--- src/bmp565_pkg.sv ---
`timescale 1ns / 1ps
`default_nettype none
// ----------------------------------------------------------------------------
// bmp565_pkg
// Shared types, register indexes and helpers for the BMP pixel to RGB565
// converter.
// ----------------------------------------------------------------------------
package bmp565_pkg;

	localparam int DEF_MAX_WIDTH  = 1024;
	localparam int DEF_MAX_HEIGHT = 1024;

	localparam int PIXEL_W = 32;
	localparam int MASK_W  = 16;
	localparam int DIM_REG_W = 11;
	localparam int INDEX_W = 20;
	localparam int COLOR_W = 16;
	localparam int ALPHA_W = 8;
	localparam int REG_INDEX_W = 3;

	localparam logic [MASK_W-1:0] RED_MASK_RST   = 16'h7C00;
	localparam logic [MASK_W-1:0] GREEN_MASK_RST = 16'h03E0;
	localparam logic [MASK_W-1:0] BLUE_MASK_RST  = 16'h001F;
	localparam logic [3:0] BLUE_POS = 4'd11;

	typedef enum logic [REG_INDEX_W-1:0] {
		REG_PIXEL_MODE   = 3'd0,
		REG_RED_MASK     = 3'd1,
		REG_GREEN_MASK   = 3'd2,
		REG_BLUE_MASK    = 3'd3,
		REG_IMAGE_WIDTH  = 3'd4,
		REG_IMAGE_HEIGHT = 3'd5
	} reg_index_t;

	typedef enum logic {
		MODE_MASKED16 = 1'b0,
		MODE_BGRA32   = 1'b1
	} pixel_mode_t;

	typedef struct packed {
		pixel_mode_t            pixel_mode;
		logic [MASK_W-1:0]      red_mask;
		logic [MASK_W-1:0]      green_mask;
		logic [MASK_W-1:0]      blue_mask;
		logic [DIM_REG_W-1:0]   image_width;
		logic [DIM_REG_W-1:0]   image_height;
	} cfg_t;

	// Position of the lowest set bit; 16 for an empty mask, which shifts
	// every bit out and so yields a zero field.
	function automatic logic [4:0] low_bit_pos(input logic [MASK_W-1:0] m);
		logic [4:0] pos;
		pos = 5'd16;
		for (int i = MASK_W - 1; i >= 0; i--) begin
			if (m[i]) begin
				pos = 5'(i);
			end
		end
		return pos;
	endfunction

endpackage
`default_nettype wire

--- src/bmp565_cfg_regs.sv ---
`timescale 1ns / 1ps
`default_nettype none
// ----------------------------------------------------------------------------
// bmp565_cfg_regs
// Configuration register file. A geometry write also restarts the image.
// ----------------------------------------------------------------------------
module bmp565_cfg_regs
	import bmp565_pkg::*;
(
	input  wire logic                    clk,
	input  wire logic                    arst_n,
	input  wire logic                    cfg_valid,
	output      logic                    cfg_ready,
	input  wire logic [REG_INDEX_W-1:0]  cfg_index,
	input  wire logic [31:0]             cfg_data,
	output      cfg_t                    cfg,
	output      logic                    geometry_write
);

	cfg_t cfg_q;
	logic wr_en;

	assign cfg_ready = 1'b1;
	assign wr_en     = cfg_valid & cfg_ready;
	assign cfg       = cfg_q;

	always_comb begin
		geometry_write = 1'b0;
		if (wr_en && (reg_index_t'(cfg_index) == REG_IMAGE_WIDTH ||
				reg_index_t'(cfg_index) == REG_IMAGE_HEIGHT)) begin
			geometry_write = 1'b1;
		end
	end

	always_ff @(posedge clk or negedge arst_n) begin
		if (!arst_n) begin
			cfg_q.pixel_mode   <= MODE_MASKED16;
			cfg_q.red_mask     <= RED_MASK_RST;
			cfg_q.green_mask   <= GREEN_MASK_RST;
			cfg_q.blue_mask    <= BLUE_MASK_RST;
			cfg_q.image_width  <= DIM_REG_W'(1);
			cfg_q.image_height <= DIM_REG_W'(1);
		end else if (wr_en) begin
			unique case (cfg_index)
				REG_PIXEL_MODE:   cfg_q.pixel_mode   <= pixel_mode_t'(cfg_data[0]);
				REG_RED_MASK:     cfg_q.red_mask     <= cfg_data[MASK_W-1:0];
				REG_GREEN_MASK:   cfg_q.green_mask   <= cfg_data[MASK_W-1:0];
				REG_BLUE_MASK:    cfg_q.blue_mask    <= cfg_data[MASK_W-1:0];
				REG_IMAGE_WIDTH:  cfg_q.image_width  <= cfg_data[DIM_REG_W-1:0];
				REG_IMAGE_HEIGHT: cfg_q.image_height <= cfg_data[DIM_REG_W-1:0];
				default: begin
				end
			endcase
		end
	end

endmodule
`default_nettype wire

--- src/bmp565_position.sv ---
`timescale 1ns / 1ps
`default_nettype none
// ----------------------------------------------------------------------------
// bmp565_position
// Column and row counters of the incoming bottom-up image, with the clamped
// geometry, the flipped row and the end-of-image flag.
// ----------------------------------------------------------------------------
module bmp565_position
	import bmp565_pkg::*;
#(
	parameter int MAX_WIDTH  = DEF_MAX_WIDTH,
	parameter int MAX_HEIGHT = DEF_MAX_HEIGHT,
	localparam int WDIM_W = $clog2(MAX_WIDTH + 1),
	localparam int HDIM_W = $clog2(MAX_HEIGHT + 1),
	localparam int COL_W  = (MAX_WIDTH > 1) ? $clog2(MAX_WIDTH) : 1,
	localparam int ROW_W  = (MAX_HEIGHT > 1) ? $clog2(MAX_HEIGHT) : 1
) (
	input  wire logic              clk,
	input  wire logic              arst_n,
	input  wire cfg_t              cfg,
	input  wire logic              clear,
	input  wire logic              advance,
	output      logic [WDIM_W-1:0] width,
	output      logic [COL_W-1:0]  column,
	output      logic [ROW_W-1:0]  flipped_row,
	output      logic              last
);

	localparam int WCMP_W = (WDIM_W > DIM_REG_W) ? WDIM_W : DIM_REG_W;
	localparam int HCMP_W = (HDIM_W > DIM_REG_W) ? HDIM_W : DIM_REG_W;
	localparam logic [WCMP_W-1:0] MAX_W_C = WCMP_W'(MAX_WIDTH);
	localparam logic [HCMP_W-1:0] MAX_H_C = HCMP_W'(MAX_HEIGHT);

	logic [COL_W-1:0]  column_count_q;
	logic [ROW_W-1:0]  row_count_q;
	logic [WCMP_W-1:0] width_ext;
	logic [HCMP_W-1:0] height_ext;
	logic [HDIM_W-1:0] height;
	logic [WDIM_W:0]   column_next;
	logic [HDIM_W:0]   row_next;
	logic              end_row;

	assign width_ext  = WCMP_W'(cfg.image_width);
	assign height_ext = HCMP_W'(cfg.image_height);

	// A zero dimension counts as one, an oversized one as the maximum.
	always_comb begin
		priority if (width_ext == '0) begin
			width = WDIM_W'(1);
		end else if (width_ext > MAX_W_C) begin
			width = WDIM_W'(MAX_WIDTH);
		end else begin
			width = width_ext[WDIM_W-1:0];
		end
		priority if (height_ext == '0) begin
			height = HDIM_W'(1);
		end else if (height_ext > MAX_H_C) begin
			height = HDIM_W'(MAX_HEIGHT);
		end else begin
			height = height_ext[HDIM_W-1:0];
		end
	end

	assign column_next = (WDIM_W + 1)'(column_count_q) + (WDIM_W + 1)'(1);
	assign row_next    = (HDIM_W + 1)'(row_count_q) + (HDIM_W + 1)'(1);
	assign end_row     = column_next >= (WDIM_W + 1)'(width);
	assign last        = end_row && (row_next >= (HDIM_W + 1)'(height));
	assign column      = column_count_q;
	assign flipped_row = ROW_W'(height - HDIM_W'(1) - HDIM_W'(row_count_q));

	always_ff @(posedge clk or negedge arst_n) begin
		if (!arst_n) begin
			column_count_q <= '0;
			row_count_q    <= '0;
		end else if (clear) begin
			column_count_q <= '0;
			row_count_q    <= '0;
		end else if (advance) begin
			if (end_row) begin
				column_count_q <= '0;
				row_count_q    <= last ? '0 : row_next[ROW_W-1:0];
			end else begin
				column_count_q <= column_next[COL_W-1:0];
			end
		end
	end

endmodule
`default_nettype wire

--- src/bmp565_color_conv.sv ---
`timescale 1ns / 1ps
`default_nettype none
// ----------------------------------------------------------------------------
// bmp565_color_conv
// Converts one source pixel to a 16-bit colour with red in the low bits,
// either through the bit-field masks or from B, G, R, A bytes.
// ----------------------------------------------------------------------------
module bmp565_color_conv
	import bmp565_pkg::*;
(
	input  wire cfg_t               cfg,
	input  wire logic [PIXEL_W-1:0] pixel,
	output      logic [COLOR_W-1:0] color,
	output      logic [ALPHA_W-1:0] alpha
);

	logic [MASK_W-1:0] p16;
	logic [4:0]        red_pos;
	logic [4:0]        green_pos;
	logic [4:0]        blue_pos;
	logic [MASK_W-1:0] red_field;
	logic [MASK_W-1:0] green_field;
	logic [MASK_W-1:0] blue_field;
	logic [MASK_W-1:0] green_run;
	logic              green_six;
	logic [COLOR_W-1:0] masked_color;
	logic [COLOR_W-1:0] bgra_color;

	assign p16       = pixel[MASK_W-1:0];
	assign red_pos   = low_bit_pos(cfg.red_mask);
	assign green_pos = low_bit_pos(cfg.green_mask);
	assign blue_pos  = low_bit_pos(cfg.blue_mask);

	assign red_field   = (p16 & cfg.red_mask) >> red_pos;
	assign green_field = (p16 & cfg.green_mask) >> green_pos;
	assign blue_field  = (p16 & cfg.blue_mask) >> blue_pos;

	// The green mask is six bits wide when its run of ones from the lowest
	// set bit stops after exactly six bits.
	assign green_run = cfg.green_mask >> green_pos;
	assign green_six = (green_run[5:0] == 6'h3F) && !green_run[6];

	assign masked_color = red_field
		| (green_six ? (green_field << 5) : (green_field << 6))
		| (blue_field << BLUE_POS);

	assign bgra_color = {pixel[7:3], pixel[15:10], pixel[23:19]};

	always_comb begin
		unique case (cfg.pixel_mode)
			MODE_BGRA32: begin
				color = bgra_color;
				alpha = pixel[31:24];
			end
			default: begin
				color = masked_color;
				alpha = '0;
			end
		endcase
	end

endmodule
`default_nettype wire

--- src/bmp_pixel_to_rgb565_top.sv ---
`timescale 1ns / 1ps
`default_nettype none
// ----------------------------------------------------------------------------
// bmp_pixel_to_rgb565_top
// Converts a stream of BMP pixel words to RGB565 colours with top-down
// frame-buffer positions.
// ----------------------------------------------------------------------------
// Usage: pixel words of a bottom-up image arrive in file order on the input
// channel (in_valid, in_stall, source_pixel), row padding already removed.
// Each item gives one result item on the output channel (out_valid,
// out_stall, pixel_index, color, alpha, last); last marks the final pixel
// of the image, after which the next item starts a new image.
// Each accepted item passes through an input register and a result register
// before out_valid. One item is accepted per clock while in_stall is low; the
// path from the input register to the result register holds the mask
// decode and one multiply-add for the index.
// A stalled result holds in the result register while the input register
// still takes one more item; in_stall rises only when both are full.
// Configuration writes (cfg_valid, cfg_ready, cfg_index, cfg_data) are
// always taken and belong in idle periods; writing the width or height
// restarts the image. Reset empties the pipeline, selects 16-bit masked
// mode with 5-5-5 masks and a one-by-one image.
// ----------------------------------------------------------------------------
module bmp_pixel_to_rgb565_top
	import bmp565_pkg::*;
#(
	parameter int MAX_WIDTH  = DEF_MAX_WIDTH,
	parameter int MAX_HEIGHT = DEF_MAX_HEIGHT
) (
	input  wire logic                   clk,
	input  wire logic                   arst_n,
	input  wire logic                   cfg_valid,
	output      logic                   cfg_ready,
	input  wire logic [REG_INDEX_W-1:0] cfg_index,
	input  wire logic [31:0]            cfg_data,
	input  wire logic                   in_valid,
	output      logic                   in_stall,
	input  wire logic [PIXEL_W-1:0]     source_pixel,
	output      logic                   out_valid,
	input  wire logic                   out_stall,
	output      logic [INDEX_W-1:0]     pixel_index,
	output      logic [COLOR_W-1:0]     color,
	output      logic [ALPHA_W-1:0]     alpha,
	output      logic                   last
);

	localparam int WDIM_W = $clog2(MAX_WIDTH + 1);
	localparam int COL_W  = (MAX_WIDTH > 1) ? $clog2(MAX_WIDTH) : 1;
	localparam int ROW_W  = (MAX_HEIGHT > 1) ? $clog2(MAX_HEIGHT) : 1;
	localparam int PROD_W = ROW_W + WDIM_W + 1;
	localparam int SUM_W  = (PROD_W > INDEX_W) ? PROD_W : INDEX_W;

	cfg_t               cfg;
	logic               geometry_write;
	logic [WDIM_W-1:0]  width;
	logic [COL_W-1:0]   column;
	logic [ROW_W-1:0]   flipped_row;
	logic               pos_last;
	logic               accept;
	logic               s2_load;
	logic               s1_free;

	logic               valid_s1;
	logic [PIXEL_W-1:0] pixel_s1;
	logic [COL_W-1:0]   column_s1;
	logic [ROW_W-1:0]   row_s1;
	logic               last_s1;

	logic [COLOR_W-1:0] conv_color;
	logic [ALPHA_W-1:0] conv_alpha;
	logic [SUM_W-1:0]   index_sum;

	logic               valid_s2;
	logic [INDEX_W-1:0] index_s2;
	logic [COLOR_W-1:0] color_s2;
	logic [ALPHA_W-1:0] alpha_s2;
	logic               last_s2;

	bmp565_cfg_regs u_cfg_regs (
		.clk            (clk),
		.arst_n         (arst_n),
		.cfg_valid      (cfg_valid),
		.cfg_ready      (cfg_ready),
		.cfg_index      (cfg_index),
		.cfg_data       (cfg_data),
		.cfg            (cfg),
		.geometry_write (geometry_write)
	);

	bmp565_position #(
		.MAX_WIDTH  (MAX_WIDTH),
		.MAX_HEIGHT (MAX_HEIGHT)
	) u_position (
		.clk         (clk),
		.arst_n      (arst_n),
		.cfg         (cfg),
		.clear       (geometry_write),
		.advance     (accept),
		.width       (width),
		.column      (column),
		.flipped_row (flipped_row),
		.last        (pos_last)
	);

	bmp565_color_conv u_color_conv (
		.cfg   (cfg),
		.pixel (pixel_s1),
		.color (conv_color),
		.alpha (conv_alpha)
	);

	assign s2_load  = valid_s1 && (!valid_s2 || !out_stall);
	assign s1_free  = !valid_s1 || s2_load;
	assign in_stall = !s1_free;
	assign accept   = in_valid && s1_free;

	assign index_sum = SUM_W'(row_s1) * SUM_W'(width) + SUM_W'(column_s1);

	always_ff @(posedge clk or negedge arst_n) begin
		if (!arst_n) begin
			valid_s1 <= 1'b0;
			valid_s2 <= 1'b0;
		end else begin
			if (s1_free) begin
				valid_s1 <= in_valid;
			end
			if (!valid_s2 || !out_stall) begin
				valid_s2 <= valid_s1;
			end
		end
	end

	always_ff @(posedge clk) begin
		if (accept) begin
			pixel_s1  <= source_pixel;
			column_s1 <= column;
			row_s1    <= flipped_row;
			last_s1   <= pos_last;
		end
		if (s2_load) begin
			index_s2 <= index_sum[INDEX_W-1:0];
			color_s2 <= conv_color;
			alpha_s2 <= conv_alpha;
			last_s2  <= last_s1;
		end
	end

	assign out_valid   = valid_s2;
	assign pixel_index = index_s2;
	assign color       = color_s2;
	assign alpha       = alpha_s2;
	assign last        = last_s2;

endmodule
`default_nettype wire

--- config.mk ---
export PLATFORM = sky130hd
export DESIGN_NAME = bmp_pixel_to_rgb565_top
export DESIGN_NICKNAME = d
export VERILOG_FILES = /design/src/bmp565_pkg.sv /design/src/bmp565_cfg_regs.sv /design/src/bmp565_position.sv /design/src/bmp565_color_conv.sv /design/src/bmp_pixel_to_rgb565_top.sv
export SDC_FILE = /design/constraint.sdc
export NUM_CORES = 1
export LEC_CHECK = 0
export ABC_AREA = 1
export BUFFER_PORTS_ARGS = -buffer_cell sky130_fd_sc_hd__buf_2
export CAP_MARGIN = 20
export CORE_ASPECT_RATIO = 1.25
export CORE_UTILIZATION = 55
export CTS_BUF_LIST = sky130_fd_sc_hd__clkbuf_16
export CTS_CLUSTER_DIAMETER = 30
export DETAILED_ROUTE_END_ITERATION = 12
export GPL_ROUTABILITY_DRIVEN = 0
export PLACE_DENSITY = 0.73
export SKIP_LAST_GASP = 1
export SLEW_MARGIN = 30
export SYNTH_ARGS = -nofsm -noshare
export SYNTH_HDL_FRONTEND = slang
export SYNTH_HIERARCHICAL = 1
export SYNTH_SLANG_ARGS = --single-unit
--- constraint.sdc ---
create_clock -name clk -period 12.7 [get_ports clk]
set_input_delay 0 -clock clk [delete_from_list [all_inputs] [get_ports clk]]
set_output_delay 0 -clock clk [all_outputs]
set_load 0.005 [all_outputs]
==> impl_metrics.env <==
export IMPL_synth_area_um2=15800
export IMPL_max_clock_path_buffers=2
export IMPL_syn_avg_cell_area_um2=7.31
export IMPL_synthToLayoutAreaGrowth_pct=11.8
export IMPL_cts_made_buffers=17
export IMPL_postLayoutCellArea_um2=17700
export IMPL_fp_dieH_um=192
export IMPL_coreArea_um2=28400
export IMPL_min_period_ns=6.29
export IMPL_skew_ns=0.0139
export IMPL_wl_mm=40.3
export IMPL_clock_latency_ns=0.45
export IMPL_cp_start_kind="register"
export IMPL_cts_max_level=4
export IMPL_multi_input_area_um2=8870
export IMPL_grt_pass1_wl_mm=65.6
export IMPL_grt_max_degree=75
export IMPL_cts_sinks=188
export IMPL_ant_nets=0
export IMPL_final_common_cell="nand2_1"
export IMPL_cp_arrival_ns=6.51
export IMPL_worstMarginPinSlew_ns=1.05
export IMPL_grt_overflow_total=0
export IMPL_final_cell_mix="nand2_1 (751), inv_1 (360), nand3_1 (224)"
export IMPL_fillers=2505
export IMPL_final_nets=2524
export IMPL_rsz0062_at_grt="no"
export IMPL_leakage_nw=9.57
export IMPL_critical_path_most_common_cell="nand2_1"
export IMPL_placement_io_buffers=99
export IMPL_antenna_cells=0
export IMPL_max_slew_margin_pct=29.5
export IMPL_critPathMaxStageDelay_ns=0.81
export IMPL_cts_resized=0
export IMPL_worst_path_buf_inv=7
export IMPL_synth_cells=2168
export IMPL_crit_cells=27
export IMPL_die_x_um=154
export IMPL_cts_root_buf="clkbuf_16"
export IMPL_min_path_type="in -> async"
export IMPL_grt_pass1_vias=13800
export IMPL_setup_tns_ns=0
export IMPL_critical_path_top_delay_family="adder cells"
export IMPL_dr_first_iter_drc_count=1342
export IMPL_drv_slew=0
export IMPL_fmax_ghz=0.159
export IMPL_post_cts_buffers=0
export IMPL_drc=0
export IMPL_antenna_found_initial=0
export IMPL_fin_crit_sh_pct=49.5
export IMPL_clk_pin_slew_ns=0.08
export IMPL_vias=14300
export IMPL_peakVddDrop_mv=0.210
export IMPL_powerDensity_nw_per_um2=239
export IMPL_cts_hold_buf=61
export IMPL_dieArea_um2=29500
export IMPL_setup_violations=0
export IMPL_regArea_um2=5200
export IMPL_syn_num_nets=2410
export IMPL_row_count=69
export IMPL_drive_gt1_share_pct=9.24
export IMPL_initial_core_util_pct=55.8
export IMPL_outcome="finished clean"
export IMPL_instances_no_fill=2650
export IMPL_worst_r2r_path_depth=27
export IMPL_end_kind="register"
export IMPL_critPathRequiredTime_ns=12.92
export IMPL_first_pass_iters=6
export IMPL_dpl_cell_area_um2=16400
export IMPL_crit_type="reg -> reg"
export IMPL_via_per_inst=5.41
export IMPL_dp_hpwl_mm=29.4
export IMPL_ioPinCount=120
export IMPL_power_total_mw=4.22
export IMPL_critPathSlowestCell="nor2_1"
export IMPL_hold_viol=0
export IMPL_grt_usage_pct=28.1
export IMPL_cts_tree="built"
export IMPL_wl_per_cell_um=15.2
export IMPL_synth_warning_count=6
export IMPL_dp_cells=2557
export IMPL_critPathMaxFanout=11
export IMPL_cap_violations=0
-- per-stage QoR --
step                util (%)  setup WS, ns  hold slack, ns
floorplan                  -          7.37          -0.296
global placement        57.9          6.56         -0.0938
detailed placement      57.9          6.50         -0.0918
CTS                     62.3          6.46          0.0499
global route            62.3          6.06          0.0874
finish                  62.3          6.41          0.0708
-- flip-flops by register name, summed over array words and instances (netlist names), 10 cells and up --
signal,count
color,16
u_position/row_count_q,10
pixel_s1,29
row_s1,10
column_s1,10
u_position/column,10
pixel_index,20
u_cfg_regs/cfg,71
-- path summary, 6_finish.rpt --
path | from | to | slack [ns]
max | u_cfg_regs/cfg[16]$_DFFE_PN0P_ | pixel_index[19]$_DFFE_PP_ | 6.41
min | arst_n | u_cfg_regs/cfg[0]$_DFFE_PN1P_ | 0.07
max reg2reg | u_cfg_regs/cfg[16]$_DFFE_PN0P_ | pixel_index[19]$_DFFE_PP_ | 6.41
min reg2reg | last_s1$_DFFE_PP_ | last$_DFFE_PP_ | 0.43
max in group asynchronous | arst_n | u_cfg_regs/cfg[29]$_DFFE_PN0P_ | 11.98
min in group clk | source_pixel[5] | pixel_s1[5]$_DFFE_PP_ | 0.25
-- report_power, final --
group	internal, mW	switching, mW
sequential	0.882	0.142
clock	0.290	0.292
combinational	0.946	1.67
total	2.12	2.11
-- layer usage --
| metal | vias up | track usage [%] | routed length (µm) |
|---|---|---|---|
| met4 | 0 | 12.3 | 1340 |
| met5 | - | 0 | 0 |
| met1 | 6704 | 33.1 | 16200 |
| li1 | 7004 | - | - |
| met3 | 97 | 3.77 | 2230 |
| met2 | 531 | 51.0 | 20500 |
-- final cells by class --
type	instances	area share, %
clock buffer	17	2.40
clock inverter	15	1.19
inverter	373	7.91
multi-input combinational	1536	50.1
sequential	188	29.4
tap	355	2.51
timing repair buffer	166	6.51
(Power assumes the default switching activity.)
